File: config.mk
export PLATFORM = sky130hd
export DESIGN_NAME = pcpd_cmac
export DESIGN_NICKNAME = d
export VERILOG_FILES = /design/src/rtl/core/assert_macros.svh /design/src/rtl/core/pcpd_pkg.sv /design/src/rtl/core/pcpd_cmac.sv
export SDC_FILE = /design/constraint.sdc
export NUM_CORES = 2
export LEC_CHECK = 0
export ABC_AREA = 1
export BUFFER_PORTS_ARGS = -buffer_cell sky130_fd_sc_hd__buf_2
export CAP_MARGIN = 20
export CORE_ASPECT_RATIO = 1.1
export CORE_MARGIN = 2
export CORE_UTILIZATION = 67
export CTS_CLUSTER_DIAMETER = 50
export DETAILED_ROUTE_END_ITERATION = 10
export PLACE_DENSITY_LB_ADDON = 0.05
export SLEW_MARGIN = 20
export SYNTH_ARGS = -nofsm -noshare
export SYNTH_HDL_FRONTEND = slang
export SYNTH_SLANG_ARGS = --single-unit
File: constraint.sdc
create_clock -name clk -period 11.7 [get_ports clk]
set_clock_uncertainty 0.2 [all_clocks]
set_input_delay 1.17 -clock clk [delete_from_list [all_inputs] [get_ports clk]]
set_output_delay 1.17 -clock clk [all_outputs]
set_load 0.01 [all_outputs]
File: src/rtl/core/assert_macros.svh
// assertion macros used by the correlator top
`ifndef ASSERT_MACROS_SVH
`define ASSERT_MACROS_SVH
`ifndef SYNTHESIS
`define ASSERT_ALWAYS(lbl, clk, rst_n, expr) \
	lbl: assert property (@(posedge clk) disable iff (!rst_n) (expr)) \
		else $error("assertion failed");
`define ASSERT_NEXT(lbl, clk, rst_n, ante, cons) \
	lbl: assert property (@(posedge clk) disable iff (!rst_n) (ante) |=> (cons)) \
		else $error("assertion failed");
`else
`define ASSERT_ALWAYS(lbl, clk, rst_n, expr)
`define ASSERT_NEXT(lbl, clk, rst_n, ante, cons)
`endif
`endif

File: src/rtl/core/pcpd_pkg.sv
// types and constants of the preamble correlator
`default_nettype none
package pcpd_pkg;
	localparam int SAMPLE_W  = 12;
	localparam int TS_W      = 64;
	localparam int POW_W     = 64;
	localparam int CFG_W     = 59;
	localparam int CFG_IDX_W = 2;
	localparam int LEN_CFG_W = 7;
	localparam int HOLD_W    = 8;
	localparam int TAP_IDX_W = 6;

	localparam logic [CFG_IDX_W-1:0] REG_REF_LENGTH      = 2'd0;
	localparam logic [CFG_IDX_W-1:0] REG_POWER_THRESHOLD = 2'd1;
	localparam logic [CFG_IDX_W-1:0] REG_HOLD_COUNT      = 2'd2;

	localparam logic CMD_LOAD   = 1'b0;
	localparam logic CMD_SAMPLE = 1'b1;

	// sequencer controls for the shared complex mac
	typedef struct packed {
		logic clr;
		logic dat_vld;
		logic win_ok;
		logic sq_a;
		logic sq_b;
		logic sum;
	} pcpd_ctl_t;
endpackage
`default_nettype wire

File: src/rtl/core/pcpd_cmac.sv
// shared complex multiply-accumulate and power unit
`default_nettype none
module pcpd_cmac import pcpd_pkg::*; #(
	parameter int MAX_TAPS = 64
) (
	input  wire logic                       clk,
	input  wire logic                       arst_n,
	input  wire pcpd_ctl_t                  ctl,
	input  wire logic signed [SAMPLE_W-1:0] win_i,
	input  wire logic signed [SAMPLE_W-1:0] win_q,
	input  wire logic signed [SAMPLE_W-1:0] tap_i,
	input  wire logic signed [SAMPLE_W-1:0] tap_q,
	output logic             [POW_W-1:0]    power
);
	localparam int PROD_W = 2 * SAMPLE_W;
	localparam int ACC_W  = PROD_W + 1 + $clog2(MAX_TAPS);
	localparam int SQ_W   = 2 * ACC_W;

	logic signed [SAMPLE_W-1:0] b_i, b_q;
	logic signed [PROD_W-1:0]   p_rr_s2, p_qq_s2, p_ri_s2, p_qr_s2;
	logic                       mul_vld_s2;
	logic signed [ACC_W-1:0]    acc_r_q, acc_i_q;
	logic signed [ACC_W-1:0]    sq_in;
	logic signed [SQ_W-1:0]     sq_prod;
	logic        [SQ_W-1:0]     sqa_q, sqb_q;
	logic        [SQ_W:0]       sq_sum;
	logic        [POW_W-1:0]    power_q;

	// never written window entries read as zero
	assign b_i = ctl.win_ok ? win_i : '0;
	assign b_q = ctl.win_ok ? win_q : '0;

	always_ff @(posedge clk or negedge arst_n) begin
		if (!arst_n) begin
			mul_vld_s2 <= 1'b0;
		end else begin
			mul_vld_s2 <= ctl.dat_vld;
		end
	end

	// conjugated tap times window sample
	always_ff @(posedge clk) begin
		p_rr_s2 <= tap_i * b_i;
		p_qq_s2 <= tap_q * b_q;
		p_ri_s2 <= tap_i * b_q;
		p_qr_s2 <= tap_q * b_i;
	end

	always_ff @(posedge clk) begin
		if (ctl.clr) begin
			acc_r_q <= '0;
			acc_i_q <= '0;
		end else if (mul_vld_s2) begin
			acc_r_q <= acc_r_q + ACC_W'(p_rr_s2) + ACC_W'(p_qq_s2);
			acc_i_q <= acc_i_q + ACC_W'(p_ri_s2) - ACC_W'(p_qr_s2);
		end
	end

	// one squarer, used for the real then the imaginary part
	assign sq_in   = ctl.sq_b ? acc_i_q : acc_r_q;
	assign sq_prod = sq_in * sq_in;
	assign sq_sum  = (SQ_W + 1)'(sqa_q) + (SQ_W + 1)'(sqb_q);

	always_ff @(posedge clk) begin
		if (ctl.sq_a) begin
			sqa_q <= sq_prod;
		end
		if (ctl.sq_b) begin
			sqb_q <= sq_prod;
		end
		if (ctl.sum) begin
			power_q <= POW_W'(sq_sum);
		end
	end

	assign power = power_q;
endmodule
`default_nettype wire

# Yosys cells after proc, flatten, opt, wreduce, memory -nomap -nowiden
# Cells that the tools add are included.
dict set report totals {
  in_bits 56
  output_inout_bits 64
  wordCells 23
  regBits 346
}
dict set report op_classes {
  multipliers 5
  mux 3
  n_addsub 5
}
# op count
set op_table {}
lappend op_table {{$mul A12 B12 Y24} 4}
lappend op_table {{$add A31 B24 Y31} 3}
lappend op_table {{$add A62 B62 Y63} 1}
lappend op_table {{$mul A31 B31 Y62} 1}
lappend op_table {{$mux W31} 1}
lappend op_table {{$sub A31 B24 Y31} 1}
lappend op_table {{$mux W12} 2}

# Logic depth before layout (Yosys ltp)
dict set report depth {
  word_depth 2
  ltp_mapped 36
}

# Worst setup path before layout
# Ideal clock, no wire load.
dict set report synth_timing {
  path_type {input to register}
  from {input port ctl[1] in the netlist's numbering}
  to {register sqa_q[53] (data pin)}
  setup_slack_ps 2911
  t_required_ps 11243
  arrival_ps 8332
  cell_stages 31
  path_cell_list {buf_4 -> buf_6 -> buf_6 -> nand2_1 -> o21ai_2 -> buf_4 -> nor2_1 -> fa_1 -> inv_1 -> fa_1 -> fa_1 -> inv_1 -> fa_1 -> inv_1 -> fa_1 -> inv_1 -> fa_1 -> inv_1 -> fa_1 -> fa_1 -> inv_1 -> ha_1 -> nand2_1 -> nor2_1 -> inv_1 -> nor2_2 -> nand2_1 -> nor4_2 -> nand2_1 -> nand4_1 -> nand2_1}
}
dict set report synth_between {
  elab_chain_cells 2
}
# element line
set synth_lines {}
lappend synth_lines {{start, declared} pcpd_cmac.sv:8} ;# input wire pcpd_ctl_t ctl,
lappend synth_lines {{$mux W31} pcpd_cmac.sv:60} ;# assign sq_in = ctl.sq_b ? acc_i_q : acc_r_q;
lappend synth_lines {{$mul A31 B31 Y62} pcpd_cmac.sv:61} ;# assign sq_prod = sq_in * sq_in;
lappend synth_lines {{named net sq_prod[53]} pcpd_cmac.sv:24} ;# logic signed [SQ_W-1:0] sq_prod;
lappend synth_lines {{end signal, assigned} pcpd_cmac.sv:66} ;# sqa_q <= sq_prod;
lappend synth_lines {{end, declared} pcpd_cmac.sv:25} ;# logic [SQ_W-1:0] sqa_q, sqb_q;
# The timed path passes the listed nets, and every way through them passes these cells.
# A chain may end at the register's enable or synchronous reset.

# Worst setup path after layout
dict set report layout_timing {
  from {input port ctl[1] in the netlist's numbering}
  to {register sqb_q[52] (data pin)}
}
dict set report layout_between {
  elab_chain_cells 2
}
# element line
set layout_lines {}
lappend layout_lines {{$mux W31} pcpd_cmac.sv:60}
lappend layout_lines {{$mul A31 B31 Y62} pcpd_cmac.sv:61}
lappend layout_lines {{named net sq_prod[52]} pcpd_cmac.sv:24}
lappend layout_lines {{end signal, assigned} pcpd_cmac.sv:69} ;# sqb_q <= sq_prod;
lappend layout_lines {{end, declared} pcpd_cmac.sv:25}
# The timed path passes the listed nets, and every way through them passes these cells.

==> results.md <==
* Gate Count Post-Synth at 9005
* Critical Path RT at 11850 ps
* Synth Cell Area at 74400 um^2
* Filler cells at 8538
* CP startpoint: ctl[1]
* Critical Path Source Type: input port
* Layout Nets at 11200
* Crit-path max FO at 63
* Area of the multi-input gates at 55700 um^2
* Dominant cells by area after synthesis: fa_1 (42%), inv_1 (12%), ha_1 (8.8%)
* Fmax at 94.0 MHz
* Worst slew pin tran at 1170 ps
* Final hold vios at 0
* Yosys top cell by area: fa_1
* Final setup fails at 0
* CTS Sinks at 344
* Synthesis-to-finish area growth at 4.64%
* Core area at 110000 um^2
* Die Ht at 353 um
* R2R Setup Slk at 1670 ps
* Average cell area after synthesis at 8.26 um^2
* Post-synth top cells: inv_1 (2407), nand2_1 (1658), fa_1 (1553)
* Sequential fraction of the synthesis area at 11.8%
* Largest net degree at the start of global routing at 64
* Synth warn at 0
* Vias in the first global route at 67400
* Worst hold path class: input port to asynchronous set/reset pin
* Placer congestion estimate at 1.10
* Via count at 60900
* DRT Pass-1 Iters at 9
* GRT Overall Usage at 44.8%
* Post-CTS Resized at 0
* Antenna violations before repair at 17
* Most frequent cell on the critical path: fa_1
* Total CTS buffers at 46
* Die width at 322 um
* Worst-path clk slew at 60 ps
* Max cap viols at 0
* Ys flop type: edfxtp_1
* CTS Hold Bufs at 0
* Ports at 120
* Grt total ovfl at 0
* WS Path Type: input port to flop
* Top cell type's share of synthesized area at 41.8%
* Synthesized flop and latch total at 344
* Reg area at 8740 um^2
* Asr flop ratio synth at 0.291%
* Port buffer count at 118
* Die footprint at 114000 um^2
* Critical Path Max Stage Delay at 920 ps
* Final core occ at 70.5%
* FP Rows at 128
* Clock Root Buffer: clkbuf_16
* Slew HR at 22.0%
* Initial core utilization at 67.4%
* First-pass GRT wire length at 377 mm
* Worst R2R Start: acc_i_q[5]$_SDFFE_PP0P_
* Detailed placer's ending HPWL at 204 mm
* Count leader, synth: inv_1
* Clock buffer depth at 3
* Syn nets at 11100
* Detailed Route WL at 246 mm
* First DRT Iteration DRCs at 5002
* Status: finished, final reports clean
* CTS tree: built
* Final std cells w/o fill at 10500
* H-tree Lvls at 2
* CP max stage cell: fa_1
* Final ANT Viol Nets at 0
* Critical Path AT at 10790 ps
* Fin. max-slew vios at 0
* Setup TNS at 0 ps
* DRC at 0
* Post-synth EDFFs at 185
* Setup bufs post-CTS at 0
* Skew-Pair Late Insertion Delay at 640 ps
* Share of cells above drive strength 1 at 3.99%
* Synth unique cells at 53
* Placed cells at 10400
* Unrepaired setup endpoints after global routing: no
* Critical path's top delay family: adder cells
* Period utilization at 90.9%
* Crit. End Element: flop
* Vias per cell at 5.79
* WL per Instance at 23.5 um
* Crit path buf inv count at 9
* Minimum clock period at 10640 ps
==> layout make-up <==
type	count	share of cell area, %
antenna	5	0.0161
tap	1430	2.30
clock buffer	57	1.56
timing repair buffer	168	1.25
sequential	344	11.2
multi-input combinational	6030	71.5
clock inverter	28	0.333
inverter	2444	11.8
==> worst paths after layout <==
kind                                                  to  cells past startpoint
worst max-delay path                 sqb_q[52]$_DFFE_PP_                     29
worst min-delay path                mul_vld_s2$_DFF_PN0_                      1
worst max register to register       sqb_q[52]$_DFFE_PP_                     28
worst min register to register  acc_i_q[30]$_SDFFE_PP0P_                      2
max in group asynchronous           mul_vld_s2$_DFF_PN0_                      1
min in group clk                acc_i_q[30]$_SDFFE_PP0P_                      2
==> metrics by stage <==
stage	setup slack, ps	hold WS (ps)	instance area (um^2)
4_1_cts	1220	78.9	77800
3_5_place_dp	578	309	76300
3_3_place_gp	745	302	76300
6_report	1060	90.7	77800
5_1_grt	724	82.0	77800
2_1_floorplan	2910	257	74400
==> cells by family after synthesis <==
kind of cell               share of synthesized area, %
AOI/OAI and AO/OA                                  5.10
xor gates and xnor gates                           2.53
adders and majority gates                          50.6
buffers and inverters                              13.5
DFF                                                11.8
other                                           0.00504
and+or+nand+nor                                    16.6
==> layer usage <==
layer,wire (um),vias up,GRT usage [%],share of wire [%]
met2,118000,3498,75.3,48
li1,-,26500,-,-
met5,137,-,0,0.056
met3,23000,1498,12.0,9.3
met1,73600,29300,43.7,30
met4,31600,20,44.5,13
==> cells in the final DEF, fill, tap and decap left out, types with 5 or more instances in the layout <==
cell type	Yosys	layout
inv_8	0	6
a21oi_1	335	335
nand3_2	10	10
nand2_2	18	18
nand3_1	226	226
clkbuf_16	0	46
nand3b_1	13	13
nor3_1	45	45
clkinvlp_4	0	7
a21boi_0	7	7
diode_2	0	5
inv_2	13	13
o21ai_1	19	13
o31ai_1	9	9
nor2_2	29	29
clkinv_1	24	27
buf_2	79	117
fa_1	1553	1553
o21bai_1	48	48
edfxtp_1	185	185
dfxtp_1	158	158
and2_1	9	9
clkbuf_1	90	9
ha_1	521	521
nor2_1	972	972
buf_4	7	50
nand2_1	1658	1658
o21ai_0	189	182
xnor2_1	56	56
o21ai_2	15	28
a21o_1	21	21
inv_1	2407	2407
nand4_1	59	59
o211ai_1	6	6
xor2_1	159	159
a31oi_1	13	13
==> flip-flops by register name, summed over array words and instances (netlist names) <==
name / count
acc_i_q: 31
acc_r_q: 31
mul_vld_s2: 1
p_qq_s2: 24
p_qr_s2: 24
p_ri_s2: 24
p_rr_s2: 24
power: 63
sqa_q: 61
sqb_q: 61
Power is not shown: default switching activity piles up to over one toggle a cycle in this logic, so the estimate is an artifact.
