File: src/rtl/core/assert_macros.svh
// assertion macros used by the correlator top
`ifndef ASSERT_MACROS_SVH
`define ASSERT_MACROS_SVH
`ifndef SYNTHESIS
`define ASSERT_ALWAYS(lbl, clk, rst_n, expr) \
	lbl: assert property (@(posedge clk) disable iff (!rst_n) (expr)) \
		else $error("assertion failed");
`define ASSERT_NEXT(lbl, clk, rst_n, ante, cons) \
	lbl: assert property (@(posedge clk) disable iff (!rst_n) (ante) |=> (cons)) \
		else $error("assertion failed");
`else
`define ASSERT_ALWAYS(lbl, clk, rst_n, expr)
`define ASSERT_NEXT(lbl, clk, rst_n, ante, cons)
`endif
`endif

File: src/rtl/core/pcpd_ram.sv
// generic single write, single registered read ram
`default_nettype none
module pcpd_ram #(
	parameter int W     = 24,
	parameter int DEPTH = 64,
	parameter int AW    = (DEPTH > 1) ? $clog2(DEPTH) : 1
) (
	input  wire logic          clk,
	input  wire logic          we,
	input  wire logic [AW-1:0] waddr,
	input  wire logic [W-1:0]  wdata,
	input  wire logic [AW-1:0] raddr,
	output logic      [W-1:0]  rdata
);
	logic [W-1:0] mem [DEPTH];
	logic [W-1:0] rdata_q;

	always_ff @(posedge clk) begin
		if (we) begin
			mem[waddr] <= wdata;
		end
		rdata_q <= mem[raddr];
	end

	assign rdata = rdata_q;
endmodule
`default_nettype wire

File: config.mk
export PLATFORM = sky130hd
export DESIGN_NAME = pcpd_ram
export DESIGN_NICKNAME = d
export VERILOG_FILES = /design/src/rtl/core/assert_macros.svh /design/src/rtl/core/pcpd_ram.sv
export SDC_FILE = /design/constraint.sdc
export NUM_CORES = 1
export LEC_CHECK = 0
export BUFFER_PORTS_ARGS = -buffer_cell sky130_fd_sc_hd__clkbuf_2
export CAP_MARGIN = 0
export CELL_PAD_IN_SITES_DETAIL_PLACEMENT = 1
export CELL_PAD_IN_SITES_GLOBAL_PLACEMENT = 1
export CORE_MARGIN = 10
export CORE_UTILIZATION = 51
export DETAILED_ROUTE_END_ITERATION = 10
export HOLD_SLACK_MARGIN = 0.1
export MAX_ROUTING_LAYER = met4
export PLACE_DENSITY_LB_ADDON = 0.1
export SLEW_MARGIN = 20
export SYNTH_ARGS = -nofsm -noshare
export SYNTH_HDL_FRONTEND = slang
export SYNTH_SLANG_ARGS = --single-unit
File: constraint.sdc
create_clock -name clk -period 2.7 [get_ports clk]
set_clock_uncertainty 0.2 [all_clocks]
set_input_delay 0.135 -clock clk [delete_from_list [all_inputs] [get_ports clk]]
set_output_delay 0.135 -clock clk [all_outputs]
set_load 0.02 [all_outputs]
* Yosys cells after proc, flatten, opt, wreduce, memory -nomap -nowiden
Memory sizes are Yosys's and may differ from the RTL's. A register that Yosys moved wholly into a read port is not among the register bits. Cells that the tools add are included. W data, S select, Z words.
Word-level totals: bits of input ports 38, memories 1, memory bits (writable) 1536, output and inout bits 24, flip-flop bits (word level) 0
Memory list:
- mem | depth 64, bits a word 24, rd ports 1, clocked after memory_dff 1, wr ports 1, RTL line pcpd_ram.sv:15 | logic [W-1:0] mem [DEPTH];
Cells by class: mux-type cells 2
Operators by type and width (count):
- $mux W1 | 2

* Logic depth before layout (Yosys ltp)
Gate-level depths: netlist of run 1.
depth in word-level cells 2, gate-level depth with buffers 9, mapped depth without buffers 5

* Worst setup path after synthesis of run 1
Ideal clock, no wire load.
kind input-to-reg, from in waddr[3], to mem mem[48][0], enable pin, cell stages on the path 4, required time 2.065 ns, arrival 2.297 ns, path slack -0.232 ns, cell sequence clkbuf_1 nor2b_1 nand4b_1 nor3_1
RTL lines:
- start: declaration | RTL line pcpd_ram.sv:10 | input wire logic [AW-1:0] waddr,
- end: declaration | RTL line pcpd_ram.sv:15
Straight into the memory's write port.

* Worst setup path in the final report of run 1
from in we, to mem mem[49][14], enable pin
Between the ends: cells in the longest elaborated chain, start to end 2
Ends and longest elaborated chain:
- start: declaration | RTL line pcpd_ram.sv:9 | input wire logic we,
- $mux W1 | RTL line pcpd_ram.sv:19 | if (we) begin
- $mux W1 (not written as such) | RTL line pcpd_ram.sv:20 | mem[waddr] <= wdata;
No other way between the ends.

==> reports/qor.yml, run 1 <==
cts_tree: "built"
ys_seq_area_frac: 0.786
path_delay_family: "buffers and inverters"
numCtsBuffers: 156
post-dp-hpwl_um: 102000
vias_per_cell: 6.38
tightest_slew_ps: 1130
path_clk_slew_ps: 60
io_buffers: 61
synth_top_family_by_area: "multiplexers"
finalSetupViolations: 0
path_class: "in2reg"
finalWorstSetupSlack_ps: 93.0
timing.rr.start: "mem[52][18]"
synth_cell_types: 40
synth_top_area_frac: 0.778
fin_nets: 3055
start_util: 0.512
peakVddDrop_v: 0.000622
post-cts-setup-buffer-count: 0
drtIter0Drc: 4102
ys_seq_elements: 1560
min_to: "rdata[22]"
grt_use_total: 0.261
ant_nets: 0
r2r_cells: 5
num_rows: 125
htreeDepth: 4
whs_path_depth: 6
clkLatencyLatePin_ps: 790
cp_slowest_stage_delay_ps: 660
num_vias: 29800
yosys_warnings: 0
ys.flop_type: "edfxtp_1"
first_global_vias: 30900
hold_path_class: "in2reg"
reg2reg_slack_ps: 200
synthAdderAreaFrac: 0
drc: 0
path_cells: "dlygate4sd3_1 > clkbuf_2 > nor2b_1 > nand4_1 > nor3_4 > dlygate4sd3_1 > buf_4"
cp.arrival_ps: 2820
min_period_ps: 2610
areaGrowthSynthToFinish_pct: 17.1
cts.path.max_buffers: 3
wirelength_um: 165000
gr-total-overflow: 0
async_reset_ff_frac: 0
maxCapViolations: 0
maxSlewHeadroom: 0.248
max_freq_ghz: 0.384
cp_num_buf_inv: 4
place.gp.congestion: 0.854
avgSynthCellArea_um2: 22.7
antenna_found_initial: 10
required_ps: 2910
multi_input_area_mm2: 0.0121
min_from: "raddr[2]"
ys_top_cells_by_area: "edfxtp_1 78%, mux4_2 13%, mux2i_1 1.6%"
status: "finished clean"
grt_max_degree: 65
drtPass1Iterations: 6
synth_area_leader_cell: "edfxtp_1"
seqCellArea_mm2: 0.0466
power.total_mw: 51.3
rsz0062_at_grt: "false"
clkSinkCount: 1560
critPathSlowestCell: "dlygate4sd3_1"
finalHoldViolations: 0
r2r_end: "rdata[18]"
grt_pass1_wl_um: 235000
timing.critical_path.mode_cell: "dlygate4sd3_1"
synthSimpleGateAreaFrac: 0.0156
core_mm2: 0.116
n_fill_cell: 9484
fin_tns_setup_ps: 0
power.density_mw_per_mm2: 738
drv_slew: 0
netlist_instances: 2610
leakage_nw: 22.3
wl_per_cell_um: 35.3
synthesis.nets: 2648
end_kind: "flip-flop"
layout-drive-gt1-share: 0.332
dieArea_mm2: 0.130
synth_mux_area_frac: 0.161
fin_crit_sh: 0.966
post-place-ws_ps: -261
cts-root-buf: "clkbuf_16"
syn_area_mm2: 0.0593
die_h_um: 361
synth-compound-area-share: 0.0244
fp.dieW_um: 361
synth_edf_count: 1536
synth-xor-area-share: 0
cts_resized: 0
startpoint_type: "input pin"
cp_max_fo: 24
io_pins: 62
==> cells in the mapped netlist, types with 8 or more instances <==
cell and number:
edfxtp_1 1536, mux4_2 355, mux2i_1 95, nor2_1 80, mux2_2 53, o22ai_1 53
a221oi_1 52, buf_2 45, clkbuf_1 44, nand2_1 36, buf_4 31, a22oi_1 29
dfxtp_1 24, a21oi_1 22, nand3_1 20, and3_1 16, a31oi_1 13, buf_1 13
o21a_1 13, o21ai_0 12, or3_1 10, nor2b_1 9, buf_6 8
==> worst register-to-register path, cell delays in order (launching register included) <==
cell and delay [ps]:
edfxtp_1 370, mux4_2 510, a221oi_1 430, o21ai_0 320, nand3_1 270, o21ai_0 240
==> per-layer routing <==
| layer | global-route usage | wire [um] | share of wire | vias up |
|---|---|---|---|---|
| li1 | - | - | - | 11900 |
| met1 | 0.373 | 69100 | 0.42 | 16300 |
| met2 | 0.392 | 78300 | 0.47 | 1373 |
| met3 | 0.0459 | 13800 | 0.084 | 192 |
| met4 | 0.0670 | 3810 | 0.023 | 0 |
| met5 | - | 0 | 0 | - |
==> through the flow <==
step	cell area [um2]	util	cells	hold slack, ps
final	69400	0.600	4672	149
after global routing	69400	0.600	4671	127
after CTS	69400	0.600	4667	109
after detailed placement	64000	0.553	4347	374
after global placement	64000	0.553	4347	352
after floorplan	59300	-	2610	33.9
==> report_power, final <==
group	switching, mW	internal (mW)	leakage, nW
clock	8.91	12.4	2.44
combinational	1.83	1.13	5.86
sequential	0.130	26.8	14.0
==> final cells by class <==
class	count	area share
clock inverter	78	0.0106
multi-input combinational	906	0.174
inverter	2	0.000108
sequential	1560	0.671
antenna	4	0.000144
timing repair buffer	391	0.0546
clock buffer	207	0.0616
tap	1524	0.0275
==> registers in the layout, summed over array words and instances (netlist names) <==
register,count
rdata,24
mem,1536
==> what timing repair did <==
action	in CTS	in global routing
hold buffers	35	1
setup endpoints to repair	0	1
endpoints found under the hold margin	1393	40
==> worst max-delay path by stage <==
stage	from	end	slack (ps)	depth (start not counted)
after CTS	mem[55][22]	rdata[22]	60	6
final	we	mem[49][14]	90	7
after global routing	we	mem[49][10]	70	7
after floorplan	waddr[5]	mem[39][0]	60	4
after global placement	raddr[0]	rdata[10]	-250	8
after detailed placement	raddr[2]	rdata[7]	-260	9
==> cell families after synthesis <==
group / count (synthesis)
and+or+nand+nor: 196
AOI/OAI and AO/OA: 207
muxes: 503
DFF: 1560
buffers and inverters: 144
==> cells in the final DEF (no fill, tap or decap), types with 41 or more instances in the layout <==
| cell | instances |
|---|---|
| buf_4 | 225 |
| o22ai_1 | 53 |
| nor2_2 | 62 |
| mux2i_1 | 95 |
| clkbuf_1 | 41 |
| edfxtp_1 | 1536 |
| clkbuf_16 | 163 |
| clkbuf_2 | 56 |
| a221oi_1 | 52 |
| mux4_2 | 355 |
| buf_12 | 71 |
| mux2_2 | 53 |
No activity file was read; power rests on OpenSTA's default activity.
==> run 2, diff against run 1 <==
--- a/config.mk
+++ b/config.mk
@@ -13,8 +13,7 @@
 export CORE_UTILIZATION = 51
 export DETAILED_ROUTE_END_ITERATION = 10
 export HOLD_SLACK_MARGIN = 0.1
-export MAX_ROUTING_LAYER = met4
-export PLACE_DENSITY_LB_ADDON = 0.1
+export PLACE_DENSITY = 0.76
 export SLEW_MARGIN = 20
 export SYNTH_ARGS = -nofsm -noshare
 export SYNTH_HDL_FRONTEND = slang
==> run 2 against run 1 <==
Against the previous run: critical path depth did not move; register-to-register slack got worse by 140 ps; setup slack got worse by 58 ps; non-clock buffer count fell by 39; wire length rose by 1.4%; global-route usage fell by 0.49 points; sequential power barely moved; cell count fell by 1.2%; clock power fell by 2%; count of clock-buffer cells in the layout fell by 12; worst hold slack improved by 37 ps; critical endpoint is now mem[15][20]; largest power group unchanged; highest routed layer is now met5.
==> reports/qor.yml, run 2 (synthesized netlist as in run 1, its figures left out) <==
dieArea_mm2: 0.130  # unchanged
wl_per_cell_um: 36.2  # +2.5%
rsz0062_at_grt: "false"
clkSinkCount: 1560  # unchanged
place_area_mm2: 0.0638  # -0.42%
io_buffers: 61  # unchanged
first_global_vias: 31700  # +2.5%
tightest_slew_ps: 1250  # +117 ps
cts_tree: "built"
required_ps: 2970  # +60 ps
num_rows: 125  # unchanged
max_freq_ghz: 0.375  # -2.2%
htreeDepth: 4  # unchanged
place.gp.congestion: 0.853  # -0.14%
cts-root-buf: "clkbuf_16"
fin_crit_sh: 0.987  # +0.0216
cp_max_fo: 10  # -58%
leakage_nw: 22.1  # -1.1%
status: "finished clean"
clkLatencyLatePin_ps: 770  # -20 ps
design_area_mm2: 0.0690  # -0.66%
maxCapViolations: 0  # unchanged
largest_register: "mem"
fin_nets: 3013  # -1.4%
min_period_ps: 2670  # +58.3 ps
io_pins: 62  # unchanged
vias_per_cell: 6.60  # +3.4%
grt_pass1_wl_um: 239000  # +1.8%
end_kind: "flip-flop"
areaGrowthSynthToFinish_pct: 16.3
largest_reg_flops: 1536  # unchanged
layout-drive-gt1-share: 0.327  # -0.00434
core_mm2: 0.116  # unchanged
maxSlewHeadroom: 0.170  # -0.0783
drv_slew: 0  # unchanged
mostFrequentLayoutCells: "1536 x edfxtp_1, 355 x mux4_2, 190 x buf_4"
ant_nets: 0  # unchanged
grt_max_degree: 65  # unchanged
drtPass1Iterations: 5  # -1
antenna_found_initial: 13  # +3
startpoint_type: "input pin"
drc: 0  # unchanged
final_common_cell: "edfxtp_1"
power.density_mw_per_mm2: 737  # -0.11%
path_class: "in2reg"
num_vias: 30500  # +2.2%
power.total_mw: 50.9  # -0.77%
numCtsBuffers: 153  # -1.9%
die_h_um: 361  # unchanged
post-dp-hpwl_um: 100000  # -1.3%
n_fill_cell: 9552  # +0.72%
wirelength_um: 167000  # +1.4%
grt_use_total: 0.256  # -0.00487
cts.path.max_buffers: 3  # unchanged
cp.arrival_ps: 2930  # +110 ps
path_clk_slew_ps: 60  # about the same
finalHoldViolations: 0  # unchanged
fp.dieW_um: 361  # unchanged
fin_tns_setup_ps: 0  # unchanged
gr-total-overflow: 0  # unchanged
peakVddDrop_v: 0.000719  # +16%
drtIter0Drc: 4290  # +4.6%
hold_path_class: "in2reg"
start_util: 0.512  # unchanged
finalSetupViolations: 0  # unchanged
==> run 2: cell types whose count changed in the layout (fill, tap and decap cells not counted), moves of 2 or more <==
cell and delta:
buf_2 +2, buf_4 -35, bufinv_16 -3, clkbuf_1 -12
clkbuf_16 -5, clkbuf_2 -3, clkbuf_8 +5, clkinv_1 -8
clkinv_2 +3, dlygate4sd3_1 -2, inv_6 +5
==> run 2: final cells by class <==
| type | instances | area (um2) | share of cell area |
|---|---|---|---|
| flip-flops and latches | 1560 | 46600 | 0.676 |
| multi-input cells | 906 | 12100 | 0.175 |
| clock buffers | 195 | 4170 | 0.0605 |
| repair buffers | 352 | 3500 | 0.0507 |
| well taps | 1524 | 1910 | 0.0277 |
| clock inverters | 76 | 673 | 0.00976 |
| inverters | 2 | 7.51 | 0.000109 |
| diodes | 3 | 7.51 | 0.000109 |
==> run 2: critical path: stages <==
cell and delay [ps]:
dlygate4sd3_1 650, clkbuf_2 330, nand4_1 130, dlygate4sd3_1 580, buf_4 200, nor2_2 240, dlygate4sd3_1 660
==> run 2: final timing paths <==
| path | slack [ps] | cells past startpoint | end | startpoint |
|---|---|---|---|---|
| worst min-delay path | 190 | 5 | mem[1][23] | waddr[0] |
| worst min register to register | 770 | 4 | rdata[23] | mem[38][23] |
| worst max register to register | 60 | 5 | rdata[17] | mem[53][17] |
| worst max-delay path | 30 | 7 | mem[15][20] | waddr[2] |
==> run 2: through the flow <==
stage	hold WS, ps	utilization	cells	setup slack [ps]
final	186	0.596	4618	34.7
after floorplan	33.9	-	2610	60.2
after global routing	157	0.596	4615	4.41
after detailed placement	363	0.551	4310	-332
after global placement	350	0.551	4310	-167
after CTS	108	0.595	4611	133
==> run 2: routing by layer <==
metal  track usage  up-vias  part of all wire
met5             0        -           0.00048
met4        0.0933       12             0.036
met3        0.0628      328              0.11
li1              -    11800                 -
met2         0.402     1991              0.48
met1         0.350    16300              0.38
==> run 2: timing repair <==
item / in CTS / in global routing
hold buffers: 30 / 3
setup buffers: 0 / 1
hold endpoints to repair: 1441 / 168
resized for setup: 0 / 1
setup endpoints to repair: 0 / 26
==> run 2: power by group <==
part	total (mW)	leakage, nW	internal [mW]	switching [mW]
clock	21.0	2.38	12.0	9.01
sequential	26.9	14.0	26.8	0.131
combinational	2.96	5.67	1.11	1.85
total	50.9	22.1	39.9	11.0
